[config.mk]
export PLATFORM = sky130hd
export DESIGN_NAME = char_lcd_expander_write_sequencer
export DESIGN_NICKNAME = d
export VERILOG_FILES = /design/src/rtl/core/clews_pkg.sv /design/src/rtl/core/clews_front.sv /design/src/rtl/core/clews_fifo.sv /design/src/rtl/core/clews_back.sv /design/src/rtl/core/char_lcd_expander_write_sequencer.sv
export SDC_FILE = /design/constraint.sdc
export NUM_CORES = 1
export LEC_CHECK = 0
export BUFFER_PORTS_ARGS = -buffer_cell sky130_fd_sc_hd__buf_2
export CORE_AREA = 2 2 107 161
export DETAILED_ROUTE_END_ITERATION = 8
export DIE_AREA = 0 0 109 163
export PLACE_DENSITY = 0.68
export RECOVER_POWER = 100
export SYNTH_ARGS = -nofsm -noshare
export SYNTH_HDL_FRONTEND = slang
export SYNTH_SLANG_ARGS = --single-unit
[constraint.sdc]
create_clock -name clk -period 9.6 [get_ports clk]
set_input_delay 0 -clock clk [delete_from_list [all_inputs] [get_ports clk]]
set_output_delay 0 -clock clk [all_outputs]
set_load 0.03 [all_outputs]
[src/rtl/core/clews_pkg.sv]
// shared types, codes and init tables for the character lcd expander write sequencer
// used by clews_front, clews_fifo, clews_back and the top level; no dependencies
package clews_pkg;

	// request type codes on the input channel
	localparam logic [2:0] REQ_INIT      = 3'd0;
	localparam logic [2:0] REQ_CHAR      = 3'd1;
	localparam logic [2:0] REQ_CURSOR    = 3'd2;
	localparam logic [2:0] REQ_CLEAR     = 3'd3;
	localparam logic [2:0] REQ_BACKLIGHT = 3'd4;

	// configuration register indexes
	localparam logic [2:0] CFG_POWERUP    = 3'd0;
	localparam logic [2:0] CFG_FIRST_INIT = 3'd1;
	localparam logic [2:0] CFG_LATER_INIT = 3'd2;
	localparam logic [2:0] CFG_ENABLE     = 3'd3;
	localparam logic [2:0] CFG_EXEC       = 3'd4;
	localparam logic [2:0] CFG_CLEAR      = 3'd5;

	// configuration reset values
	localparam logic [15:0] RST_POWERUP    = 16'd50000;
	localparam logic [15:0] RST_FIRST_INIT = 16'd5000;
	localparam logic [15:0] RST_LATER_INIT = 16'd150;
	localparam logic [7:0]  RST_ENABLE     = 8'd1;
	localparam logic [15:0] RST_EXEC       = 16'd50;
	localparam logic [15:0] RST_CLEAR      = 16'd2000;

	// lcd command bytes
	localparam logic [7:0] CMD_SET_DDRAM = 8'h80;
	localparam logic [7:0] CMD_CLEAR     = 8'h01;
	localparam logic [7:0] BL_ONLY_BYTE  = 8'h08;

	// last step index of each sequence
	localparam logic [4:0] BYTE_LAST_STEP = 5'd3;
	localparam logic [4:0] INIT_LAST_STEP = 5'd28;

	typedef enum logic [1:0] {
		KIND_INIT = 2'd0,
		KIND_BYTE = 2'd1,
		KIND_BL   = 2'd2
	} kind_t;

	typedef enum logic [2:0] {
		EXTRA_NONE  = 3'd0,
		EXTRA_EXEC  = 3'd1,
		EXTRA_CLEAR = 3'd2,
		EXTRA_FIRST = 3'd3,
		EXTRA_LATER = 3'd4
	} extra_t;

	// classified request handed from front to back
	typedef struct packed {
		kind_t      kind;
		logic [7:0] data;
		logic       rs;
		extra_t     extra;
		logic       bl;
	} desc_t;

	typedef struct packed {
		logic [15:0] powerup;
		logic [15:0] first_init;
		logic [15:0] later_init;
		logic [7:0]  enable_pulse;
		logic [15:0] exec;
		logic [15:0] clear;
	} cfg_t;

	// nibble sent at each nibble slot of the init sequence
	function automatic logic [3:0] init_nibble(input logic [3:0] idx);
		logic [3:0] nib;
		unique case (idx)
			4'd0, 4'd1, 4'd2: nib = 4'h3;
			4'd3, 4'd4:       nib = 4'h2;
			4'd5, 4'd7:       nib = 4'h8;
			4'd9:             nib = 4'h1;
			4'd11:            nib = 4'h6;
			4'd13:            nib = 4'hC;
			default:          nib = 4'h0;
		endcase
		return nib;
	endfunction

	// extra wait after the enable-low write of each init nibble slot
	function automatic extra_t init_extra(input logic [3:0] idx);
		extra_t ex;
		unique case (idx)
			4'd0:                       ex = EXTRA_FIRST;
			4'd1, 4'd2, 4'd3:           ex = EXTRA_LATER;
			4'd5, 4'd7, 4'd11, 4'd13:   ex = EXTRA_EXEC;
			4'd9:                       ex = EXTRA_CLEAR;
			default:                    ex = EXTRA_NONE;
		endcase
		return ex;
	endfunction

endpackage

[src/rtl/core/clews_front.sv]
// front end: accepts requests and classifies them into sequencer descriptors
// depends on clews_pkg
module clews_front (
	input  logic               in_valid,
	output logic               in_ready,
	input  logic [2:0]         req_type,
	input  logic [7:0]         char_code,
	input  logic [5:0]         column,
	input  logic               row,
	input  logic               backlight_on,
	input  logic               q_ready,
	output logic               q_push,
	output clews_pkg::desc_t   q_desc
);

	logic known;

	always_comb begin
		known        = 1'b1;
		q_desc.kind  = clews_pkg::KIND_BYTE;
		q_desc.data  = char_code;
		q_desc.rs    = 1'b0;
		q_desc.extra = clews_pkg::EXTRA_NONE;
		q_desc.bl    = backlight_on;
		unique case (req_type)
			clews_pkg::REQ_INIT: begin
				q_desc.kind = clews_pkg::KIND_INIT;
			end
			clews_pkg::REQ_CHAR: begin
				q_desc.rs = 1'b1;
			end
			clews_pkg::REQ_CURSOR: begin
				// column is below 0x40, so adding 0x40 for row one is an or
				q_desc.data  = clews_pkg::CMD_SET_DDRAM | {1'b0, row, column};
				q_desc.extra = clews_pkg::EXTRA_EXEC;
			end
			clews_pkg::REQ_CLEAR: begin
				q_desc.data  = clews_pkg::CMD_CLEAR;
				q_desc.extra = clews_pkg::EXTRA_CLEAR;
			end
			clews_pkg::REQ_BACKLIGHT: begin
				q_desc.kind = clews_pkg::KIND_BL;
			end
			default: begin
				known = 1'b0;
			end
		endcase
	end

	// unknown types are taken and dropped
	assign in_ready = q_ready;
	assign q_push   = in_valid & q_ready & known;

endmodule

[src/rtl/core/clews_fifo.sv]
// two-entry descriptor queue between front and back
// depends on clews_pkg
module clews_fifo (
	input  logic               clk,
	input  logic               arst_n,
	input  logic               push,
	input  clews_pkg::desc_t   push_desc,
	output logic               ready,
	input  logic               pop,
	output logic               valid,
	output clews_pkg::desc_t   head
);

	clews_pkg::desc_t mem_q [2];
	logic             wr_ptr_q;
	logic             rd_ptr_q;
	logic [1:0]       count_q;

	assign ready = (count_q != 2'd2);
	assign valid = (count_q != 2'd0);
	assign head  = mem_q[rd_ptr_q];

	always_ff @(posedge clk) begin
		if (push) begin
			mem_q[wr_ptr_q] <= push_desc;
		end
	end

	always_ff @(posedge clk or negedge arst_n) begin
		if (!arst_n) begin
			wr_ptr_q <= 1'b0;
			rd_ptr_q <= 1'b0;
			count_q  <= 2'd0;
		end else begin
			if (push) begin
				wr_ptr_q <= ~wr_ptr_q;
			end
			if (pop) begin
				rd_ptr_q <= ~rd_ptr_q;
			end
			if (push && !pop) begin
				count_q <= count_q + 2'd1;
			end else if (pop && !push) begin
				count_q <= count_q - 2'd1;
			end
		end
	end

endmodule

[src/rtl/core/clews_back.sv]
// back end: steps through each descriptor, one expander write per cycle while the output is not stalled
// depends on clews_pkg; holds the backlight state and the output register
module clews_back (
	input  logic               clk,
	input  logic               arst_n,
	input  clews_pkg::cfg_t    cfg,
	input  logic               q_valid,
	input  clews_pkg::desc_t   q_head,
	output logic               q_pop,
	output logic               out_valid,
	input  logic               out_ready,
	output logic [7:0]         expander_byte,
	output logic [15:0]        wait_before_us,
	output logic [16:0]        wait_after_us,
	output logic               last
);

	logic [4:0]        step_q;
	logic              bl_q;
	logic              out_valid_q;
	logic [7:0]        byte_q;
	logic [15:0]       before_q;
	logic [16:0]       after_q;
	logic              last_q;

	logic              advance;
	logic [3:0]        idx;
	logic              enable_w;
	logic [3:0]        nib;
	logic              rs;
	clews_pkg::extra_t extra;
	logic [15:0]       extra_val;
	logic [16:0]       nib_after;
	logic              bare_w;
	logic [7:0]        byte_d;
	logic [15:0]       before_d;
	logic [16:0]       after_d;
	logic              last_d;
	logic              bl_d;

	assign advance  = q_valid & (~out_valid_q | out_ready);
	assign q_pop    = advance & last_d;
	assign idx      = step_q[4:1];
	assign enable_w = ~step_q[0];

	always_comb begin
		unique case (extra)
			clews_pkg::EXTRA_EXEC:  extra_val = cfg.exec;
			clews_pkg::EXTRA_CLEAR: extra_val = cfg.clear;
			clews_pkg::EXTRA_FIRST: extra_val = cfg.first_init;
			clews_pkg::EXTRA_LATER: extra_val = cfg.later_init;
			default:                extra_val = 16'd0;
		endcase
	end

	assign nib_after = enable_w ? {9'd0, cfg.enable_pulse}
		: ({1'b0, cfg.exec} + {1'b0, extra_val});

	// bare latch writes carry no wait after them
	assign after_d = bare_w ? 17'd0 : nib_after;

	always_comb begin
		nib      = 4'h0;
		rs       = 1'b0;
		extra    = clews_pkg::EXTRA_NONE;
		byte_d   = 8'h00;
		before_d = 16'd0;
		bare_w   = 1'b0;
		last_d   = 1'b0;
		bl_d     = bl_q;
		unique case (q_head.kind)
			clews_pkg::KIND_INIT: begin
				nib   = clews_pkg::init_nibble(idx);
				extra = enable_w ? clews_pkg::EXTRA_NONE : clews_pkg::init_extra(idx);
				if (step_q == clews_pkg::INIT_LAST_STEP) begin
					// bare latch write, backlight forced on
					byte_d = clews_pkg::BL_ONLY_BYTE;
					bare_w = 1'b1;
					last_d = 1'b1;
					bl_d   = 1'b1;
				end else begin
					byte_d   = {nib, bl_q, enable_w, 1'b0, rs};
					before_d = (step_q == 5'd0) ? cfg.powerup : 16'd0;
				end
			end
			clews_pkg::KIND_BYTE: begin
				nib    = step_q[1] ? q_head.data[3:0] : q_head.data[7:4];
				rs     = q_head.rs;
				extra  = (step_q[1] && !enable_w) ? q_head.extra : clews_pkg::EXTRA_NONE;
				byte_d = {nib, bl_q, enable_w, 1'b0, rs};
				last_d = (step_q == clews_pkg::BYTE_LAST_STEP);
			end
			clews_pkg::KIND_BL: begin
				byte_d = {4'h0, q_head.bl, 3'b000};
				bare_w = 1'b1;
				last_d = 1'b1;
				bl_d   = q_head.bl;
			end
			default: begin
				last_d = 1'b1;
			end
		endcase
	end

	always_ff @(posedge clk) begin
		if (advance) begin
			byte_q   <= byte_d;
			before_q <= before_d;
			after_q  <= after_d;
			last_q   <= last_d;
		end
	end

	always_ff @(posedge clk or negedge arst_n) begin
		if (!arst_n) begin
			step_q      <= 5'd0;
			bl_q        <= 1'b1;
			out_valid_q <= 1'b0;
		end else begin
			if (advance) begin
				step_q      <= last_d ? 5'd0 : step_q + 5'd1;
				bl_q        <= last_d ? bl_d : bl_q;
				out_valid_q <= 1'b1;
			end else if (out_ready) begin
				out_valid_q <= 1'b0;
			end
		end
	end

	assign out_valid      = out_valid_q;
	assign expander_byte  = byte_q;
	assign wait_before_us = before_q;
	assign wait_after_us  = after_q;
	assign last           = last_q;

endmodule

[src/rtl/core/char_lcd_expander_write_sequencer.sv]
// top level of the character lcd expander write sequencer
// depends on clews_pkg, clews_front, clews_fifo and clews_back
//
// turns lcd requests (init, character, set cursor, clear, backlight) into the
// run of port-expander bytes that drive a 4-bit character lcd, each carrying
// the microsecond waits that go before and after it. every nibble goes out as
// an enable-high write then an enable-low write. the back sequencer emits one
// write per cycle while the output is not stalled; a request has four writes for
// a character, set cursor or clear, one for a backlight change, 29 for init
// (unknown request types are dropped with no writes). the front takes a new
// request every cycle while the two-entry queue has room, so requests stack
// up behind a stalled output until the queue is full. the six wait
// registers are written through the cfg channel, which is always ready, and
// should only change while no request is in flight.
module char_lcd_expander_write_sequencer (
	input  logic        clk,
	input  logic        arst_n,
	// request channel
	input  logic        in_valid,
	output logic        in_ready,
	input  logic [2:0]  req_type,
	input  logic [7:0]  char_code,
	input  logic [5:0]  column,
	input  logic        row,
	input  logic        backlight_on,
	// expander write channel
	output logic        out_valid,
	input  logic        out_ready,
	output logic [7:0]  expander_byte,
	output logic [15:0] wait_before_us,
	output logic [16:0] wait_after_us,
	output logic        last,
	// configuration write channel
	input  logic        cfg_valid,
	output logic        cfg_ready,
	input  logic [2:0]  cfg_index,
	input  logic [15:0] cfg_data
);

	clews_pkg::cfg_t  cfg_q;
	clews_pkg::desc_t push_desc;
	clews_pkg::desc_t head;
	logic             q_push;
	logic             q_ready;
	logic             q_pop;
	logic             q_valid;

	// config registers, writes beyond the list are ignored
	assign cfg_ready = 1'b1;

	always_ff @(posedge clk or negedge arst_n) begin
		if (!arst_n) begin
			cfg_q.powerup      <= clews_pkg::RST_POWERUP;
			cfg_q.first_init   <= clews_pkg::RST_FIRST_INIT;
			cfg_q.later_init   <= clews_pkg::RST_LATER_INIT;
			cfg_q.enable_pulse <= clews_pkg::RST_ENABLE;
			cfg_q.exec         <= clews_pkg::RST_EXEC;
			cfg_q.clear        <= clews_pkg::RST_CLEAR;
		end else if (cfg_valid) begin
			unique case (cfg_index)
				clews_pkg::CFG_POWERUP:    cfg_q.powerup      <= cfg_data;
				clews_pkg::CFG_FIRST_INIT: cfg_q.first_init   <= cfg_data;
				clews_pkg::CFG_LATER_INIT: cfg_q.later_init   <= cfg_data;
				clews_pkg::CFG_ENABLE:     cfg_q.enable_pulse <= cfg_data[7:0];
				clews_pkg::CFG_EXEC:       cfg_q.exec         <= cfg_data;
				clews_pkg::CFG_CLEAR:      cfg_q.clear        <= cfg_data;
				default: begin
				end
			endcase
		end
	end

	// front: accept and classify each request
	clews_front u_front (
		.in_valid     (in_valid),
		.in_ready     (in_ready),
		.req_type     (req_type),
		.char_code    (char_code),
		.column       (column),
		.row          (row),
		.backlight_on (backlight_on),
		.q_ready      (q_ready),
		.q_push       (q_push),
		.q_desc       (push_desc)
	);

	// queue decouples front acceptance from back sequencing
	clews_fifo u_fifo (
		.clk       (clk),
		.arst_n    (arst_n),
		.push      (q_push),
		.push_desc (push_desc),
		.ready     (q_ready),
		.pop       (q_pop),
		.valid     (q_valid),
		.head      (head)
	);

	// back: step counter walks the writes, output register holds each one
	clews_back u_back (
		.clk            (clk),
		.arst_n         (arst_n),
		.cfg            (cfg_q),
		.q_valid        (q_valid),
		.q_head         (head),
		.q_pop          (q_pop),
		.out_valid      (out_valid),
		.out_ready      (out_ready),
		.expander_byte  (expander_byte),
		.wait_before_us (wait_before_us),
		.wait_after_us  (wait_after_us),
		.last           (last)
	);

endmodule

==> flow_summary.toml, run 1 <==
[drt]
drtAntennaViolNets = 0
drt_first_pass_iters = 5
avgViaCountPerCell = 5.51
vias = 5420
drt_iter0_markers = 201
drt_wl_total_um = 16600
drc_errors = 0
wl_per_cell_um = 16.9

[critical_path]
cpLargestDelayFamily = "compound AO/OA/AOI/OAI gates"
path_max_fanout = 17
reg2regPathDepth = 13
criticalPathCategory = "flip-flop to flip-flop"
cp-end-kind = "flip-flop"
cp.depth = 13
cp_slowest_cell = "o32a_1"
cp_cell_sequence = "mux2_1 > nand2_1 > o32a_1 > or3b_1 > o221ai_1 > ha_1 > fa_1 > a21o_1 > a221o_1 > a211oi_1 > or2_2 > nor4_1 > a211o_1"
cp.arrival_ns = 5.77
start_kind = "flip-flop"
r2r_start = "u_fifo.rd_ptr_q"
crit_buf_inv = 0
reg2reg_slack_ns = 3.99
slowest_delay_ns = 0.88
critical_path_required_ns = 9.76
crit_start = "u_fifo.rd_ptr_q"

[final_layout]
syn2layout_area_growth_pct = 17.7
drive_gt1_share_pct = 24.3
n_antenna_cell = 0
layout_commonest_cell = "mux2_2"
finish.utilization_pct = 57.5
fin_nets = 824
most-common-layout-cells = "mux2_2, dfrtp_1, edfxtp_1"
final.fill_count = 1372

[clocking]
h-tree-depth = 4
cts_setup_buffers = 0
clockBufferDepth = 2
clock_sinks = 168
cts_tree = "done"
cts_inserted_buffers = 17
root_buffer = "clkbuf_16"
clock_latency_ns = 0.43
path_clk_slew_ns = 0.07

[die]
die_area_um2 = 17800
die_h_um = 163
rows = 58
core_um2 = 16500
io_pins = 88
die_width_um = 109
initial_core_util_pct = 48.9

[min_path]
worstHoldStart = "column[4]"
min_path_cells = 3
hold_class = "input port to flip-flop"

[logic_synthesis]
synth_edf_count = 69
synth-seq-area-share_pct = 56.9
synth_cells = 647
syn_area_per_cell_um2 = 12.4
synth_ff_type = "dfrtp_1"
synth_fp_nets = 710
syn_area_um2 = 8050
synth.ff_latch_count = 168
ys_types = 60
async_flop_share_pct = 58.9
yosys_warnings = 0

[sta]
min_period_ns = 5.61
slew_violations = 165
layout_setup_ws_ns = 3.99
tightest_slew_ns = 2.97
timing.fmax_mhz = 178
finalSetupViolCount = 0
finalCritPeriodShare_pct = 58.4
rsz0062_at_grt = "false"
slew_headroom_pct = -98.3
hold_viol = 0
worst_clock_skew_ns = 0.0110
fin_setup_tns_ns = 0

[pwr]
ir_drop_uv = 173
leakage_uw = 0.00390
finalPower_uw = 2640
power.density_nw_per_um2 = 279

[placement]
portBuffers = 85
dp_hpwl_um = 11900
gp_congestion = 0.904
pre_cts_ws_ns = 3.97

[global_routing]
overflow = 0
grt_max_degree = 55
antenna_found_initial = 0
grt_pass1_wl_um = 27100
grt_use_total_pct = 19.8
grt_pass1_vias = 5538

[run]
maxCapViolCount = 4

[outcome]
failed_checks = "capacitance limit, slew limit"
outcome = "finished, violations left"
## tightest hold or removal path, stage by stage
cell and delay [ns]:
buf_2 0.10, nand2b_1 0.05, o21ai_0 0.10
## sequential cells by signal, summed over array words and instances (netlist names)
register,count
cfg_q,88
u_back.bl_q,1
u_back.expander_byte,7
u_back.last,1
u_back.out_valid,1
u_back.step_q,5
u_back.wait_after_us,17
u_back.wait_before_us,16
u_fifo.count_q,2
u_fifo.mem_q,28
u_fifo.rd_ptr_q,1
u_fifo.wr_ptr_q,1
## worst paths after layout
check,endpoint
min reg2reg,cfg_q[72]
max in group asynchronous,cfg_q[22]
min in group asynchronous,u_back.step_q[4]
min,u_fifo.mem_q[1][8]
max reg2reg,u_back.wait_after_us[10]
max,u_back.wait_after_us[10]
## area by class of cell
cell class	instances	area, um^2	share of cell area, %
Clock buffer	20	468	4.94
Sequential cell	168	4580	48.3
Clock inverter	12	126	1.33
Tap cell	210	263	2.77
Timing Repair Buffer	126	746	7.87
Multi-Input combinational cell	418	3180	33.6
Inverter	30	113	1.19
## synth_stat cells (11+ instances only)
cell type	instances	area, um^2
mux2_2	75	845
dfrtp_1	73	1830
edfxtp_1	69	2070
nand2_1	64	240
o21ai_0	36	180
nor2_1	33	124
inv_1	29	109
dfstp_2	26	683
mux2i_1	23	230
a21oi_1	20	100
clkbuf_1	19	71.3
ha_1	19	238
and2_1	18	113
nand3_1	12	60.1
nand2b_1	11	68.8
xnor2_1	11	96.3
## report_power, final
part	internal, uW	switching [uW]
sequential	1010	117
clock	387	291
combinational	298	544
## stage by stage
stage	cell area (um^2)	std cells	hold WS [ns]
after floorplan	8050	647	-0.296
after global placement	8640	917	0.0892
after detailed placement	8640	917	0.0937
after CTS	9590	984	0.00152
after global routing	9480	984	0.0178
final	9480	984	0.0190
## kinds of logic (layout without fill, tap and decap cells)
| logic type | Yosys count | after routing | synth area share, % |
|---|---|---|---|
| muxes | 104 | 104 | 15.0 |
| AOI/OAI and AO/OA | 104 | 104 | 9.25 |
| xor gates and xnor gates | 17 | 17 | 1.85 |
| DFF | 168 | 168 | 56.9 |
| adders and majority gates | 20 | 20 | 3.20 |
| and+or+nand+nor | 171 | 171 | 10.3 |
| buffers and inverters | 61 | 188 | 3.40 |
| other | 2 | 2 | 0.0933 |
## repair_timing
action / in CTS / in global routing
endpoints found under the hold margin: 153 / 0
resized for setup: 0 / 0
hold buffers: 35 / 0
## layer usage
| layer | global-route usage (%) | up-vias | share of wire, % |
|---|---|---|---|
| met5 | 0 | - | 0 |
| met4 | 6.88 | 0 | 1.7 |
| met3 | 3.48 | 25 | 3.2 |
| met2 | 35.8 | 114 | 54 |
| met1 | 23.2 | 2722 | 41 |
| li1 | - | 2559 | - |
Note: power is estimated with default switching activity, not from simulation.
==> run 2: changes to the inputs <==
==> constraint.sdc (replaced) <==
create_clock -name clk -period 5.4 [get_ports clk]
set_input_delay 0 -clock clk [delete_from_list [all_inputs] [get_ports clk]]
set_output_delay 0 -clock clk [all_outputs]
set_load 0.03 [all_outputs]
==> run 2 against run 1 <==
  * The flow still finishes with violations (capacitance limit, slew limit)
  * Sequential share of layout area fell by 0.34 points
  * Critical path depth grew 1
  * Clock skew decreased by 0.0020 ns
  * Critical endpoint is now u_back.wait_after_us[14]
==> flow_summary.toml, run 2 (synthesis results as in run 1) <==
[drt]
avgViaCountPerCell = 5.45
drt_wl_total_um = 16900
drt_first_pass_iters = 5
vias = 5393
drt_iter0_markers = 288
drtAntennaViolNets = 0
drc_errors = 0
wl_per_cell_um = 17.1

[global_routing]
grt_use_total_pct = 20.5
antenna_found_initial = 0
overflow = 0
grt_pass1_vias = 5745
grt_pass1_wl_um = 28000
grt_max_degree = 68

[final_layout]
regMostFlops = "cfg_q"
fin_nets = 829
drive_gt1_share_pct = 24.6
syn2layout_area_growth_pct = 18.6
n_antenna_cell = 0
final_cell_count_no_fill = 989
fin_area_um2 = 9550
most-common-layout-cells = "mux2_2, dfrtp_1, edfxtp_1"
layout_commonest_cell = "mux2_2"
largest_register_ffs = 88

[clocking]
cts_inserted_buffers = 17
clockBufferDepth = 2
clock_sinks = 168
path_clk_slew_ns = 0.06
ctsHoldBuffers = 37
cts_setup_buffers = 0
cts_tree = "done"
h-tree-depth = 4
root_buffer = "clkbuf_16"
cts_resized = 0
clock_latency_ns = 0.42

[sta]
slew_violations = 165
worst_hold_slack_ns = 0.0185
worst_clock_skew_ns = 0.00905
hold_viol = 0
slew_headroom_pct = -79.0
finalCritPeriodShare_pct = 87.1
timing.fmax_mhz = 213
tightest_slew_ns = 2.68
fin_setup_tns_ns = 0
rsz0062_at_grt = "false"
finalSetupViolCount = 0
min_period_ns = 4.70

[critical_path]
critical_path_required_ns = 5.56
r2r_start = "u_fifo.rd_ptr_q"
criticalPathCategory = "flip-flop to flip-flop"
path_max_fanout = 17
cp-end-kind = "flip-flop"
cp.arrival_ns = 4.86
start_kind = "flip-flop"
crit_start = "u_fifo.rd_ptr_q"

[outcome]
failed_checks = "capacitance limit, slew limit"
outcome = "finished, violations left"

[run]
maxCapViolCount = 4

[die]
initial_core_util_pct = 48.9
rows = 58
core_um2 = 16500
die_area_um2 = 17800
die_width_um = 109
io_pins = 88
die_h_um = 163

[min_path]
worstHoldStart = "column[1]"
hold_class = "input port to flip-flop"

[placement]
portBuffers = 85
gp_congestion = 0.866
place_area_um2 = 8660
dp_hpwl_um = 12000
dpl.cell_count = 920

[pwr]
ir_drop_uv = 333
finalPower_uw = 4770
leakage_uw = 0.00395
power.density_nw_per_um2 = 500
==> run 2: cell types whose count changed in the layout (fill, tap and decap cells not counted), sizes merged <==
cell / previous run / this run
clkinvlp: 4 / 2
dlygate4sd3: 35 / 37
bufinv: 1 / 3
clkbuf: 72 / 71
buf: 39 / 42
inv: 35 / 32
clkinv: 2 / 6
==> run 2: routing by layer <==
layer / global-route usage (%) / vias up / wire (um) / part of all wire (%)
li1: - / 2584 / - / -
met1: 24.1 / 2651 / 6930 / 41
met2: 35.8 / 127 / 9010 / 53
met3: 3.68 / 31 / 538 / 3.2
met4: 9.67 / 0 / 457 / 2.7
met5: 0 / - / 0 / 0
==> run 2: cell type report <==
type / instances / area, um^2
flip-flops and latches: 168 / 4580
fillers: 1382 / 6930
clock inverters: 13 / 165
repair buffers: 131 / 790
inverters: 30 / 113
well taps: 210 / 263
clock buffers: 19 / 453
multi-input cells: 418 / 3180
==> run 2: report_power, final <==
| part | leakage, uW | switching, uW | total, uW | internal, uW |
|---|---|---|---|---|
| Sequential | 0.00183 | 211 | 2000 | 1790 |
| Combinational | 0.00182 | 967 | 1500 | 536 |
| Clock | 0.000300 | 508 | 1270 | 757 |
==> run 2: critical path, cell delays in order, from the launching register on <==
cell and delay (ns):
dfrtp_1 0.79, mux2i_1 0.54, nand2_2 0.13, nor4_2 0.34, buf_4 0.27, or3b_1 0.20, buf_4 0.24, o221ai_1 0.14
ha_1 0.37, a21o_1 0.19, a221o_1 0.44, a221oi_1 0.38, a21oi_1 0.18, xnor2_1 0.16, nor2_1 0.05
==> run 2: per-stage QoR <==
stage | util, % | worst slack, ns
2_1_floorplan | - | 1.59
3_3_place_gp | 52.6 | 0.815
3_5_place_dp | 52.6 | 0.743
4_1_cts | 58.6 | 0.709
5_1_grt | 58.0 | 0.282
6_report | 58.0 | 0.697
==> run 2: path summary, 6_finish.rpt <==
kind	depth (start not counted)	endpoint	slack, ns
max	14	u_back.wait_after_us[14]	0.70
min	3	u_fifo.mem_q[0][5]	0.02
max reg2reg	14	u_back.wait_after_us[14]	0.70
min reg2reg	1	u_fifo.wr_ptr_q	0.49
max in group asynchronous	3	cfg_q[45]	2.30
min in group asynchronous	2	u_back.step_q[4]	0.66
